==> src/hdl/sync_framed_command_deframer_unit_assert.svh <==
// Assertion macros for the framed command deframer.
`ifndef SYNC_FRAMED_COMMAND_DEFRAMER_UNIT_ASSERT_SVH
`define SYNC_FRAMED_COMMAND_DEFRAMER_UNIT_ASSERT_SVH

`ifndef SYNTHESIS

`define SFCD_ASSERT_SAME(label, ante, cons) \
    label: assert property (@(posedge clk) disable iff (!rst_n) (ante) |-> (cons)) \
        else $error("sfcd assertion failed");

`define SFCD_ASSERT_NEXT(label, ante, cons) \
    label: assert property (@(posedge clk) disable iff (!rst_n) (ante) |=> (cons)) \
        else $error("sfcd assertion failed");

`else

`define SFCD_ASSERT_SAME(label, ante, cons)

`define SFCD_ASSERT_NEXT(label, ante, cons)

`endif

`endif

==> src/hdl/sfcd_pkg.sv <==
// Package with the phase codes and sync constants of the framed command deframer.
package sfcd_pkg;

    localparam logic [7:0] SYNC_FIRST  = 8'hAC;
    localparam logic [7:0] SYNC_SECOND = 8'hBE;

    typedef enum logic [3:0] {
        PH_HUNT    = 4'd0,
        PH_SYNC2   = 4'd1,
        PH_UNIT    = 4'd2,
        PH_CMD     = 4'd3,
        PH_ARG1_HI = 4'd4,
        PH_ARG1_LO = 4'd5,
        PH_ARG2_HI = 4'd6,
        PH_ARG2_LO = 4'd7,
        PH_SUM_HI  = 4'd8,
        PH_SUM_LO  = 4'd9
    } phase_t;

endpackage

==> src/hdl/sync_framed_command_deframer_unit.sv <==
// Framed command deframer: parses ten-byte sync-framed command frames from a byte stream.
//
// Takes one received byte per cycle on the rx request channel. A frame is
// 0xAC, 0xBE, unit id, command, arg1 (hi, lo), arg2 (hi, lo), checksum (hi, lo).
// A wrong sync byte drops back to hunting without rechecking that byte. The
// last checksum byte produces one frame request with the fields, the checksum
// match flag and the good/bad frame counters after this frame (wrap at 2^32).
// Each byte passes an input register, then the parser with a running 16-bit
// checksum adder into the result register: the frame request is valid in the
// cycle after its last byte is parsed, one byte per cycle sustained but for rx_stall.
// rx_stall is raised only when a completing byte waits on a stalled, still
// occupied result register.
`include "sync_framed_command_deframer_unit_assert.svh"

module sync_framed_command_deframer_unit (
    input  logic        clk,
    input  logic        rst_n,
    input  logic        rx_valid,
    output logic        rx_stall,
    input  logic [7:0]  rx_byte,
    output logic        frame_valid,
    input  logic        frame_stall,
    output logic [7:0]  unit_id,
    output logic [7:0]  command,
    output logic [15:0] first_arg,
    output logic [15:0] second_arg,
    output logic        sum_ok,
    output logic [31:0] good_frames,
    output logic [31:0] bad_frames
);
    import sfcd_pkg::*;

    logic        byte_valid_reg;
    logic [7:0]  byte_reg;

    phase_t      phase_reg, phase_next;
    logic [7:0]  held_unit_reg, held_unit_next;
    logic [7:0]  held_command_reg, held_command_next;
    logic [15:0] held_first_reg, held_first_next;
    logic [15:0] held_second_reg, held_second_next;
    logic [7:0]  sum_high_reg, sum_high_next;
    logic [15:0] sum_acc_reg, sum_acc_next;
    logic [31:0] good_total_reg, good_total_next;
    logic [31:0] bad_total_reg, bad_total_next;

    logic        frame_valid_reg, frame_valid_next;
    logic [7:0]  unit_id_reg;
    logic [7:0]  command_reg;
    logic [15:0] first_arg_reg;
    logic [15:0] second_arg_reg;
    logic        sum_ok_reg;
    logic [31:0] good_frames_reg;
    logic [31:0] bad_frames_reg;

    logic        last_byte;
    logic        advance;
    logic        finish;
    logic        match;
    logic [31:0] frame_total;

    assign last_byte = (phase_reg == PH_SUM_LO);
    assign advance   = byte_valid_reg && (!last_byte || !frame_valid_reg || !frame_stall);
    assign finish    = advance && last_byte;
    assign match     = ({sum_high_reg, byte_reg} == sum_acc_reg);
    assign rx_stall  = byte_valid_reg && !advance;
    assign frame_total = good_total_reg + bad_total_reg;

    // input register
    always_ff @(posedge clk or negedge rst_n)
    begin
        if (!rst_n)
        begin
            byte_valid_reg <= 1'b0;
            byte_reg       <= 8'd0;
        end
        else if (!rx_stall)
        begin
            byte_valid_reg <= rx_valid;
            byte_reg       <= rx_byte;
        end
    end

    // parser state
    always_comb
    begin
        phase_next        = phase_reg;
        held_unit_next    = held_unit_reg;
        held_command_next = held_command_reg;
        held_first_next   = held_first_reg;
        held_second_next  = held_second_reg;
        sum_high_next     = sum_high_reg;
        sum_acc_next      = sum_acc_reg;
        good_total_next   = good_total_reg;
        bad_total_next    = bad_total_reg;
        if (advance)
        begin
            case (phase_reg)
                PH_SYNC2:
                begin
                    phase_next = (byte_reg == SYNC_SECOND) ? PH_UNIT : PH_HUNT;
                end
                PH_UNIT:
                begin
                    held_unit_next = byte_reg;
                    sum_acc_next   = {8'd0, byte_reg};
                    phase_next     = PH_CMD;
                end
                PH_CMD:
                begin
                    held_command_next = byte_reg;
                    sum_acc_next      = sum_acc_reg + {8'd0, byte_reg};
                    phase_next        = PH_ARG1_HI;
                end
                PH_ARG1_HI:
                begin
                    held_first_next = {byte_reg, 8'd0};
                    phase_next      = PH_ARG1_LO;
                end
                PH_ARG1_LO:
                begin
                    held_first_next = {held_first_reg[15:8], byte_reg};
                    sum_acc_next    = sum_acc_reg + {held_first_reg[15:8], byte_reg};
                    phase_next      = PH_ARG2_HI;
                end
                PH_ARG2_HI:
                begin
                    held_second_next = {byte_reg, 8'd0};
                    phase_next       = PH_ARG2_LO;
                end
                PH_ARG2_LO:
                begin
                    held_second_next = {held_second_reg[15:8], byte_reg};
                    sum_acc_next     = sum_acc_reg + {held_second_reg[15:8], byte_reg};
                    phase_next       = PH_SUM_HI;
                end
                PH_SUM_HI:
                begin
                    sum_high_next = byte_reg;
                    phase_next    = PH_SUM_LO;
                end
                PH_SUM_LO:
                begin
                    if (match)
                    begin
                        good_total_next = good_total_reg + 32'd1;
                    end
                    else
                    begin
                        bad_total_next = bad_total_reg + 32'd1;
                    end
                    phase_next = PH_HUNT;
                end
                default:
                begin
                    phase_next = (byte_reg == SYNC_FIRST) ? PH_SYNC2 : PH_HUNT;
                end
            endcase
        end
    end

    always_ff @(posedge clk or negedge rst_n)
    begin
        if (!rst_n)
        begin
            phase_reg        <= PH_HUNT;
            held_unit_reg    <= 8'd0;
            held_command_reg <= 8'd0;
            held_first_reg   <= 16'd0;
            held_second_reg  <= 16'd0;
            sum_high_reg     <= 8'd0;
            sum_acc_reg      <= 16'd0;
            good_total_reg   <= 32'd0;
            bad_total_reg    <= 32'd0;
        end
        else
        begin
            phase_reg        <= phase_next;
            held_unit_reg    <= held_unit_next;
            held_command_reg <= held_command_next;
            held_first_reg   <= held_first_next;
            held_second_reg  <= held_second_next;
            sum_high_reg     <= sum_high_next;
            sum_acc_reg      <= sum_acc_next;
            good_total_reg   <= good_total_next;
            bad_total_reg    <= bad_total_next;
        end
    end

    // result register
    always_comb
    begin
        if (finish)
        begin
            frame_valid_next = 1'b1;
        end
        else
        begin
            frame_valid_next = frame_valid_reg && frame_stall;
        end
    end

    always_ff @(posedge clk or negedge rst_n)
    begin
        if (!rst_n)
        begin
            frame_valid_reg <= 1'b0;
        end
        else
        begin
            frame_valid_reg <= frame_valid_next;
        end
    end

    always_ff @(posedge clk)
    begin
        if (finish)
        begin
            unit_id_reg     <= held_unit_reg;
            command_reg     <= held_command_reg;
            first_arg_reg   <= held_first_reg;
            second_arg_reg  <= held_second_reg;
            sum_ok_reg      <= match;
            good_frames_reg <= good_total_next;
            bad_frames_reg  <= bad_total_next;
        end
    end

    assign frame_valid = frame_valid_reg;
    assign unit_id     = unit_id_reg;
    assign command     = command_reg;
    assign first_arg   = first_arg_reg;
    assign second_arg  = second_arg_reg;
    assign sum_ok      = sum_ok_reg;
    assign good_frames = good_frames_reg;
    assign bad_frames  = bad_frames_reg;

    `SFCD_ASSERT_SAME(a_stall_needs_byte, rx_stall, byte_valid_reg && last_byte)
    `SFCD_ASSERT_NEXT(a_finish_counts, finish, frame_valid_reg && (frame_total == $past(frame_total) + 32'd1))
    `SFCD_ASSERT_NEXT(a_counters_hold, !finish, $stable(good_total_reg) && $stable(bad_total_reg))

endmodule
==> config.mk <==
export PLATFORM = sky130hd
export DESIGN_NAME = sync_framed_command_deframer_unit
export DESIGN_NICKNAME = d
export VERILOG_FILES = /design/src/hdl/sfcd_pkg.sv /design/src/hdl/sync_framed_command_deframer_unit.sv
export VERILOG_INCLUDE_DIRS = /design/src /design/src/hdl
export SDC_FILE = /design/constraint.sdc
export NUM_CORES = 1
export LEC_CHECK = 0
export ABC_CLOCK_PERIOD_IN_PS = 6700
export BUFFER_PORTS_ARGS = -buffer_cell sky130_fd_sc_hd__buf_2
export CAP_MARGIN = 20
export CORE_MARGIN = 2
export CORE_UTILIZATION = 58
export DETAILED_ROUTE_END_ITERATION = 16
export PLACE_DENSITY = 0.76
export SETUP_SLACK_MARGIN = 0.02
export SLEW_MARGIN = 20
export SYNTH_ARGS = -nofsm -noshare
export SYNTH_HDL_FRONTEND = slang
export SYNTH_SLANG_ARGS = --single-unit
==> constraint.sdc <==
create_clock -name clk -period 6.7 [get_ports clk]
set_input_delay 0.67 -clock clk [delete_from_list [all_inputs] [get_ports clk]]
set_output_delay 0.67 -clock clk [all_outputs]
set_load 0.005 [all_outputs]
### After elaboration in Yosys (flattened, before gate mapping)

Index checks and enable logic that the tools add are counted.

| storage, ports and cells | value |
|---|---|
| logic and storage cells | 74 |
| bits in registers | 263 |
| input port bits | 12 |

| cells by class | value |
|---|---|
| $add $sub $neg | 5 |
| bitwise logic cells | 2 |
| multiplexer cells | 13 |
| reductions and logical operators | 21 |
| equality and inequality tests | 12 |

Operator list:

| cell | count |
|---|---|
| 32-bit 2-to-1 mux | 6 |
| 32-bit by 1-bit adder with 32-bit output, second input constant | 2 |
| 16-bit case mux with 2 select lines | 2 |
| 16-bit case mux with 4 select lines | 1 |
| 4-bit case mux with 9 select lines | 1 |
| 16-bit adder | 2 |
| 16-bit by 8-bit adder with 16-bit output | 1 |
| 16-bit == test | 1 |
| 4-bit by 3-bit == test with 1-bit output, second input constant | 4 |
| 8-bit == test, second input constant | 2 |
| 2-bit AND reduction | 6 |
| 4-bit by 2-bit == test with 1-bit output, second input constant | 2 |
| 4-bit == test, second input constant | 2 |
| 3-bit AND reduction | 2 |
| 4-bit by 1-bit == test with 1-bit output, second input constant | 1 |
| 1-bit logical AND | 4 |
| 1-bit zero test | 4 |
| 2-bit nonzero test | 2 |
| 4-bit nonzero test | 1 |
| 1-bit logical OR | 2 |
| 1-bit 2-to-1 mux | 2 |
| 2-bit 2-to-1 mux | 1 |
| 1-bit inverter | 2 |

### Longest topological paths before layout

Gate-level depths: netlist of the first run.

| depth | value |
|---|---|
| word-level depth | 7 |
| mapped depth | 13 |
| gate-level depth less buffers | 10 |

### Worst setup path after synthesis of the first run

OpenSTA, ideal clock, no wires.

| timing path | value |
|---|---|
| path type | flip-flop to flip-flop |
| start | register phase_reg[2] |
| end | register bad_frames_reg[31] (netlist: bad_frames[31]), data pin |
| arrival time | 4.522 ns |
| stages on the path, launching flop included | 10 |
| setup slack | 1.915 ns |
| setup time | 0.263 ns |
| path through | dfrtp_1 > buf_6 > and4bb_2 > nand3_2 > inv_1 > nand3_1 > nor3_4 > and2b_4 > nand4_1 > xnor2_1 |

| between the ends | value |
|---|---|
| longest elaborated chain between the ends | 6 |
| elaborated cells on any way between the ends | 7 |

Ends and longest elaborated chain:

| what | line | source |
|---|---|---|
| start: declaration | sync_framed_command_deframer_unit.sv:36 | `phase_t phase_reg, phase_next;` |
| start signal: assignment | sync_framed_command_deframer_unit.sv:177 | `phase_reg <= phase_next;` |
| 4-bit == test * | sync_framed_command_deframer_unit.sv:61, sync_framed_command_deframer_unit.sv:97 |  |
| 1-bit zero test | sync_framed_command_deframer_unit.sv:62 | `assign advance = byte_valid_reg && (!last_byte \|\| !frame_valid_reg \|\| !frame_stall);` |
| 1-bit logical OR (2 in series) | sync_framed_command_deframer_unit.sv:62 |  |
| 1-bit logical AND | sync_framed_command_deframer_unit.sv:62 |  |
| 32-bit 2-to-1 mux * | sync_framed_command_deframer_unit.sv:95 | `if (advance)` |
| named net bad_total_next[31] | sync_framed_command_deframer_unit.sv:44 | `logic [31:0] bad_total_reg, bad_total_next;` |
| end signal: assignment | sync_framed_command_deframer_unit.sv:224 | `bad_frames_reg <= bad_total_next;` |
| end: declaration | sync_framed_command_deframer_unit.sv:53 | `logic [31:0] bad_frames_reg;` |

Mark *: on every way through the listed nets, which the timed path passes. The rest lies on a longest branch.
A chain may end at the register's enable or synchronous reset.

### Worst setup path after layout of the first run

| timing path | value |
|---|---|
| start | register byte_reg[5] |
| end | register good_frames_reg[12] (netlist: good_frames[12]), data pin |

| between the ends | value |
|---|---|
| longest elaborated chain between the ends | 4 |

Ends and longest elaborated chain:

| what | line | source |
|---|---|---|
| start: declaration | sync_framed_command_deframer_unit.sv:34 | `logic [7:0] byte_reg;` |
| start signal: assignment | sync_framed_command_deframer_unit.sv:79 | `byte_reg <= rx_byte;` |
| 16-bit == test | sync_framed_command_deframer_unit.sv:64 | `assign match = ({sum_high_reg, byte_reg} == sum_acc_reg);` |
| 32-bit 2-to-1 mux | sync_framed_command_deframer_unit.sv:143 | `if (match)` |
| 32-bit 2-to-1 mux | sync_framed_command_deframer_unit.sv:97 | `case (phase_reg)` |
| 32-bit 2-to-1 mux | sync_framed_command_deframer_unit.sv:95 |  |
| named net good_total_next[12] | sync_framed_command_deframer_unit.sv:43 | `logic [31:0] good_total_reg, good_total_next;` |
| end signal: assignment | sync_framed_command_deframer_unit.sv:223 | `good_frames_reg <= good_total_next;` |
| end: declaration | sync_framed_command_deframer_unit.sv:52 | `logic [31:0] good_frames_reg;` |

The timed path passes the listed nets, and every way through them passes these cells.

==> results of run 1 <==
## layout make-up
class / count / area (um^2) / area share (%)
clock buffer: 35 / 756 / 6.10
tap: 229 / 287 / 2.31
clock inverter: 15 / 208 / 1.68
sequential: 263 / 7150 / 57.7
multi-input combinational: 461 / 3260 / 26.4
timing repair buffer: 130 / 667 / 5.39
inverter: 13 / 51.3 / 0.414
## metal layers
layer	vias up	track usage [%]	routed length [um]
met3	35	3.73	1230
met1	3259	31.4	9270
met5	-	0	0
li1	3021	-	-
met2	201	38.1	10800
met4	0	5.48	369
## kinds of logic (layout without fill, tap and decap cells)
kind of cell	after synthesis	count (layout)	share of synthesized area [%]
xor+xnor	78	78	6.45
mux	51	51	5.39
fa+ha+maj	18	18	2.20
buf+inv	39	193	1.69
flops	263	263	67.5
simple gates	226	226	11.1
compound gates	88	88	5.65
## worst max-delay path, cell delays in order, from the launching register on
cell     delay [ns]
dfrtp_1        0.54
ha_1           0.45
nor4_1         0.38
nand4_1        0.20
nor4_2         0.27
buf_4          0.25
nand3_2        0.11
nor2_1         0.64
nand4_1        0.22
xnor2_1        0.19
## layout by cell type (no fill, tap or decap), drive strengths merged, types with 25 or more instances in the layout
master  netlist  layout
xnor2        62      62
dfrtp       150     150
buf           8     130
mux2         48      48
clkbuf       18      35
edfxtp      113     113
nand2        86      86
o21ai        25      25
nor2         30      30
nand3        36      36
## power groups by stage
stage / logic [mW] / clock network (mW) / registers, mW
global placement: 0.811 / 0 / 2.17
global route: 0.939 / 1.69 / 2.19
floorplan: 0.702 / 0 / 2.08
finish: 0.840 / 1.59 / 2.16
CTS: 0.843 / 1.62 / 2.16
detailed placement: 0.835 / 0 / 2.18
## how the worst max path moves through the flow
stage / start / end / slack [ns] / cells past startpoint
floorplan: phase_reg[2] / bad_frames[31] / 1.91 / 9
global placement: byte_reg[5] / good_frames[30] / 3.27 / 9
detailed placement: byte_reg[5] / good_frames[30] / 3.22 / 9
CTS: byte_reg[5] / good_frames[12] / 3.19 / 9
global route: byte_reg[5] / good_frames[30] / 2.91 / 9
finish: byte_reg[5] / good_frames[12] / 3.19 / 9
==> impl_metrics.yaml, run 1 <==
yosys:
  yosysWarnings: 0
  synthMostInstantiatedCell: "dfrtp_1"
  synth_seq_area_share_pct: 67.5
  synth_area_leaders: "dfrtp_1 (35%), edfxtp_1 (32%), xnor2_1 (5.1%), mux2_2 (5.1%), nand2_1 (3.1%)"
  netlist_area_um2: 10600
  syn_nets: 793
  ys.flop_type: "dfrtp_1"
  synth_cells: 763
  synth_top_cell_by_area: "dfrtp_1"
  ys_ff_latch: 263
  synth_common_cells: "dfrtp_1 (150), edfxtp_1 (113), nand2_1 (86)"
  synth_edf_count: 113
  avgSynthCellArea_um2: 13.9
  synth_top_area_share_pct: 35.5
  async_reset_ff_share_pct: 57.0
  synth_cell_type_count: 62
flow_run:
  cap_violations: 0
floorplan:
  dieArea_um2: 19300
  core-area_um2: 18000
  fp.dieH_um: 139
  die_width_um: 139
  num_rows: 49
  io_pins: 127
  start_util_pct: 58.9
critical_path:
  rrSetupSlack_ns: 3.19
  criticalPathCategory: "reg2reg"
  cp_max_fo: 11
  timing.rr.end: "good_frames[12]"
  cp-end-kind: "register"
  worstPathRequired_ns: 6.97
  r2r_start: "byte_reg[5]"
  reg2reg_depth: 9
  startpoint_type: "register"
  arrival_ns: 3.78
timing:
  grt_setup_unrepaired: "no"
  slew_headroom_pct: 33.9
  drv_slew: 0
  holdWs_ns: 0.161
  period_share_pct: 52.4
  period_needed_ns: 3.51
  setup_viol: 0
  setup_tns_ns: 0
  clock_skew_ns: 0.0105
  tightest_slew_ns: 0.991
  fmax_mhz: 285
  hold_viol_final: 0
  setup_slack_ns: 3.19
placed_design:
  place.gp.congestion: 0.915
  portBuffers: 126
  place_ws_ns: 3.22
  dpl_cell_area_um2: 11400
  dp_hpwl_um: 14100
  placedCellCount: 1096
route:
  dr.first_iter.drc_count: 429
  finalWirelength_um: 21700
  drtPass1Iterations: 5
  wl_per_cell_um: 18.9
  drc: 0
  vias: 6516
  vias_per_cell: 5.69
  postRouteAntennaNets: 0
pwr:
  p_leak_nw: 5.66
  p_clk_share_pct: 34.7
  p_int_mw: 3.32
  powerDensity_nw_per_um2: 371
  combinationalPowerShare_pct: 18.3
  p_switching_mw: 1.28
  irDropWorstVdd_v: 0.000276
  pwr-share-seq_pct: 47.0
  total_power_mw: 4.59
  switching_share_pct: 27.8
finish:
  stdcell_area_um2: 12400
  final_util_pct: 68.9
  diodes: 0
  fin_cells: 1146
  syn_to_final_growth_pct: 17.0
  num-fill-cells: 1254
  finalNetCount: 926
  layout-drive-gt1-share_pct: 26.5
global_routing:
  antenna_found_initial: 0
  grt_max_degree: 85
  grt_pass1_vias: 6691
  grt_pass1_wl_um: 35400
  grt_remaining_overflow: 0
  gr-usage-all-layers_pct: 22.6
outcome:
  status: "complete, no violations"
clock_tree:
  cts_sinks: 263
  cts_buffer_depth: 3
  tritoncts: "done"
  postCtsSetupRepairBufs: 0
  cts.clk_slew.worst_paths_ns: 0.06
  ctsHoldBuffers: 0
  clockRootBuffer: "clkbuf_16"
  cts.htree.levels: 1
  cts_resized: 0
  clk_latency_ns: 0.53
  cts_made_buffers: 27
hold_path:
  hold_class: "in2async"
(Power assumes the default switching activity.)
==> inputs of run 2 (changes only) <==
- ABC_AREA: unset -> 1
- ABC_CLOCK_PERIOD_IN_PS: 6700 -> 2900
- CORE_UTILIZATION: 58 -> 53
- PLACE_DENSITY: 0.76 -> 0.72
- clock period: 6.7 -> 2.9 ns (I/O delays scaled with it)
==> impl_metrics.yaml, run 2 <==
outcome:
  status: "complete, no violations"
pwr:
  p_leak_nw: 6.35
  total_power_mw: 10.7
  irDropWorstVdd_v: 0.000427
  powerDensity_nw_per_um2: 789
route:
  drc: 0
  postRouteAntennaNets: 0
  finalWirelength_um: 26500
  dr.first_iter.drc_count: 602
  vias: 8615
  wl_per_cell_um: 16.7
  drtPass1Iterations: 5
  vias_per_cell: 5.43
clock_tree:
  cts_resized: 0
  cts_sinks: 263
  cts_buffer_depth: 3
  cts.clk_slew.worst_paths_ns: 0.06
  clockRootBuffer: "clkbuf_16"
  tritoncts: "done"
  cts_made_buffers: 27
  cts.htree.levels: 1
  clk_latency_ns: 0.54
yosys:
  async_reset_ff_share_pct: 57.0
  ys_ff_latch: 263
  synth_cell_type_count: 45
  avgSynthCellArea_um2: 10.2
  ys.flop_type: "dfrtp_1"
  synth_seq_area_share_pct: 62.3
  syn_nets: 1161
  yosysWarnings: 0
  synth_edf_count: 113
  synth_top_area_share_pct: 32.7
  synth_cells: 1131
  synth_common_cells: "nand2_1 (274), dfrtp_1 (150), inv_1 (135)"
  synth_top_cell_by_area: "dfrtp_1"
  netlist_area_um2: 11500
  synthMostInstantiatedCell: "nand2_1"
  synth_area_leaders: "dfrtp_1 (33%), edfxtp_1 (30%), nand2_1 (9.0%), inv_1 (4.4%), o21ai_0 (3.0%)"
finish:
  syn_to_final_growth_pct: 18.1
  layout-drive-gt1-share_pct: 16.5
  diodes: 0
  fin_cells: 1588
  layout_commonest_cell: "nand2_1"
  finalNetCount: 1322
  final_cell_mix: "nand2_1 (274), dfrtp_1 (150), inv_1 (135)"
critical_path:
  startpoint_type: "register"
  reg2reg_depth: 11
  r2r_start: "byte_reg[3]"
  criticalPathCategory: "reg2reg"
  timing.rr.end: "good_frames[29]"
  rrSetupSlack_ns: 0.30
  cp_max_fo: 9
  arrival_ns: 2.88
  worstPathRequired_ns: 3.18
  cp-end-kind: "register"
global_routing:
  grt_max_degree: 96
  grt_pass1_vias: 8191
  grt_pass1_wl_um: 42100
  gr-usage-all-layers_pct: 23.7
  grt_remaining_overflow: 0
  antenna_found_initial: 0
floorplan:
  dieArea_um2: 22900
  fp.dieH_um: 151
  die_width_um: 151
  io_pins: 127
  core-area_um2: 21200
  start_util_pct: 54.3
  num_rows: 53
timing:
  hold_viol_final: 0
  setup_slack_ns: 0.300
  grt_setup_unrepaired: "no"
  setup_tns_ns: 0
  period_needed_ns: 2.60
  fmax_mhz: 385
  setup_viol: 0
  tightest_slew_ns: 0.662
  period_share_pct: 89.7
  slew_headroom_pct: 55.9
  clock_skew_ns: 0.00962
  drv_slew: 0
hold_path:
  worstHoldStart: "rx_byte[6]"
  min_to: "byte_reg[6]"
  hold_class: "in2reg"
  holdPathStages: 3
flow_run:
  cap_violations: 0
placed_design:
  place_ws_ns: 0.320
  place.gp.congestion: 0.908
  portBuffers: 126
  dp_hpwl_um: 18600
  placedCellCount: 1530
==> run 2: changes by cell type after synthesis, sizes merged, moves of 16 or more <==
cell / delta
inv: +127
mux2: -48
nor2: +64
o22ai: +18
xnor2: -44
nand2: +194
a22o: -16
and3: -21
o21ai: +45
nand3: +32
==> run 2: critical path, cell delays in order (launching register included) <==
cell and delay (ns):
dfrtp_1 0.44, ha_1 0.41, nor2_1 0.17, nand2_1 0.08
nor2_1 0.20, nand2_1 0.18, nor2_4 0.29, nand3_1 0.16
nor2_1 0.23, nand2_1 0.07, nand2_1 0.06, nand2_1 0.06
==> run 2: what timing repair did <==
item / CTS / global route
buffers inserted: 0 / 0
endpoints found under the hold margin: 157 / 0
hold buffers: 8 / 0
==> run 2: cells by family (layout without fill, tap and decap cells) <==
family,count (synthesis),count (layout),synth area share [%]
and+or+nand+nor,503,503,19.7
buffers and inverters,156,338,5.37
xor gates and xnor gates,44,44,3.36
AOI/OAI and AO/OA,147,147,7.27
adders and majority gates,18,18,2.03
DFF,263,263,62.3
==> run 2: power by group <==
part	switching, mW	total (mW)	internal (mW)	leakage, nW
logic	1.32	2.04	0.719	2.81
clock network	1.43	3.80	2.37	0.492
registers	0.386	4.86	4.47	3.05
==> run 2: metal layers <==
metal	up-vias	track usage (%)	routed length (um)
met5	-	0	0
met1	4130	33.1	11500
li1	4084	-	-
met3	48	3.80	1830
met4	0	6.54	534
met2	353	38.8	12600
==> run 2: worst max-delay path by stage <==
| stage | depth (start not counted) | to | start | slack (ns) |
|---|---|---|---|---|
| after CTS | 11 | good_frames[29] | byte_reg[4] | 0.32 |
| final | 11 | good_frames[29] | byte_reg[3] | 0.30 |
| after global placement | 11 | good_frames[29] | byte_reg[3] | 0.41 |
| after detailed placement | 11 | good_frames[29] | byte_reg[4] | 0.32 |
| after global routing | 12 | sum_acc_reg[15] | phase_reg[1] | 0.10 |
| after floorplan | 10 | bad_frames[17] | phase_reg[1] | 0.43 |
==> run 2: stage by stage <==
stage / instance area [um^2] / hold slack [ns] / utilization [%]
2_1_floorplan: 11500 / -0.00559 / -
3_3_place_gp: 12500 / 0.0808 / 59.0
3_5_place_dp: 12500 / 0.0808 / 59.0
4_1_cts: 13600 / 0.00409 / 64.1
5_1_grt: 13600 / 0.0230 / 64.1
6_report: 13600 / 0.0112 / 64.1
==> run 2: cell type report <==
cell class              count  area [um^2]
clock buffers              32          746
clock inverters            18          248
fillers                  1697         7590
inverters                 141          534
multi-input cells         712         3720
flip-flops and latches    263         7150
well taps                 275          344
repair buffers            147          827
==> inputs of run 3 (changes only) <==
- ABC_AREA: 1 -> unset
- CORE_UTILIZATION: 53 -> 52
- PLACE_DENSITY: 0.72 -> 0.71
==> impl_metrics.yaml, run 3 (synthesis results as in run 1) <==
placed_design:
  dp_hpwl_um: 14400
  place_ws_ns: 0.0376
  portBuffers: 126
  place.gp.congestion: 0.872
finish:
  num-fill-cells: 1534
  final_cell_mix: "dfrtp_1 (150), buf_2 (125), edfxtp_1 (113)"
  diodes: 0
  layout_commonest_cell: "dfrtp_1"
  syn_to_final_growth_pct: 21.5
  layout-drive-gt1-share_pct: 31.8
  finalNetCount: 972
route:
  vias: 6622
  drc: 0
  drtPass1Iterations: 4
  vias_per_cell: 5.37
  postRouteAntennaNets: 0
  finalWirelength_um: 21700
  dr.first_iter.drc_count: 413
  wl_per_cell_um: 17.6
timing:
  tightest_slew_ns: 0.770
  drv_slew: 0
  period_needed_ns: 2.78
  slew_headroom_pct: 48.7
  setup_tns_ns: 0
  fmax_mhz: 360
  setup_viol: 0
  setup_slack_ns: 0.121
  hold_viol_final: 0
  period_share_pct: 95.8
  grt_setup_unrepaired: "yes"
  clock_skew_ns: 0.0252
pwr:
  powerDensity_nw_per_um2: 817
  p_leak_nw: 5.84
  irDropWorstVdd_v: 0.000515
clock_tree:
  cts_made_buffers: 27
  clk_latency_ns: 0.54
  tritoncts: "done"
  cts.htree.levels: 1
  cts_sinks: 263
  cts_buffer_depth: 3
  cts.clk_slew.worst_paths_ns: 0.06
  clockRootBuffer: "clkbuf_16"
critical_path:
  critPathLaunch: "phase_reg[1]"
  crit_chain: "nor4bb_2, buf_4, a22o_1, ha_4, a2111o_1, o221ai_2, mux2_2, a21oi_2, a22oi_1, a21o_1"
  slowest_stage: "a2111o_1"
  crit_cells: 10
  reg2reg_depth: 10
  startpoint_type: "register"
  worstPathRequired_ns: 3.33
  arrival_ns: 3.21
  critPathTopFamily: "compound AO/OA/AOI/OAI gates"
  max_stage_delay_ns: 0.42
  cp_max_fo: 9
  r2r_start: "phase_reg[1]"
  criticalPathCategory: "reg2reg"
  cp-end-kind: "register"
  crit_buf_inv: 1
hold_path:
  worstHoldStart: "rx_byte[3]"
  holdPathStages: 2
  hold_class: "in2reg"
global_routing:
  grt_pass1_vias: 6587
  grtUsageMet1_pct: 27.8
  busiest_layer: "met2"
  grtUsageMet3_pct: 3.31
  antenna_found_initial: 0
  grt_pass1_wl_um: 34300
  use_met2_pct: 33.1
  grt_remaining_overflow: 0
  gr-usage-all-layers_pct: 19.9
  grt_max_degree: 79
floorplan:
  die_width_um: 147
  io_pins: 127
  dieArea_um2: 21500
  start_util_pct: 52.6
  fp.dieH_um: 147
  core-area_um2: 20100
  num_rows: 52
outcome:
  status: "complete, no violations"
flow_run:
  cap_violations: 0
[run 3: worst paths after layout]
kind	to	slack (ns)
max	sum_acc_reg[15]	0.12
min	byte_reg[3]	0.03
max reg2reg	sum_acc_reg[15]	0.12
min reg2reg	unit_id[4]	0.45
max in group asynchronous	held_first_reg[0]	1.73
min in group asynchronous	held_first_reg[12]	0.39
[run 3: timing repair]
item / in CTS / in global routing
endpoints found under the setup margin: 0 / 8
resized for setup: 0 / 5
hold endpoints to repair: 83 / 0
setup buffers: 0 / 4
hold buffers: 8 / 0
[run 3: routing by layer]
| metal | vias up | routed length (um) |
|---|---|---|
| met5 | - | 0 |
| met4 | 0 | 410 |
| met3 | 34 | 1160 |
| met2 | 177 | 10700 |
| met1 | 3283 | 9400 |
| li1 | 3128 | - |
[run 3: final cells by class]
type / count / area [um^2] / share of cell area [%]
Inverter: 13 / 52.6 / 0.409
Clock buffer: 34 / 722 / 5.62
Clock inverter: 16 / 149 / 1.16
Sequential cell: 263 / 7150 / 55.6
Tap cell: 270 / 338 / 2.63
Timing Repair Buffer: 176 / 1050 / 8.16
Multi-Input combinational cell: 461 / 3400 / 26.4
[run 3: power breakdown]
group / internal, mW / switching (mW)
registers: 4.49 / 0.373
clock network: 1.96 / 1.42
logic: 1.04 / 1.22
[run 3: metrics by stage]
| step | power [mW] | utilization, % | hold slack, ns | cell area, um^2 | cells |
|---|---|---|---|---|---|
| final | 10.5 | 63.9 | 0.0265 | 12900 | 1233 |
| after global routing | 11.0 | 63.9 | 0.0102 | 12900 | 1233 |
| after CTS | 10.5 | 63.6 | 0.0179 | 12800 | 1228 |
| after detailed placement | 7.10 | 58.9 | 0.393 | 11800 | 1170 |
| after global placement | 7.04 | 58.9 | 0.389 | 11800 | 1170 |
| after floorplan | 6.45 | - | -0.00559 | 10700 | 763 |
[run 3: worst register-to-register path, stage by stage, from the launching register on]
cell,delay (ns)
dfrtp_1,0.40
nor4bb_2,0.29
buf_4,0.22
a22o_1,0.18
ha_4,0.21
a2111o_1,0.42
o221ai_2,0.16
mux2_2,0.37
a21oi_2,0.16
a22oi_1,0.08
a21o_1,0.18
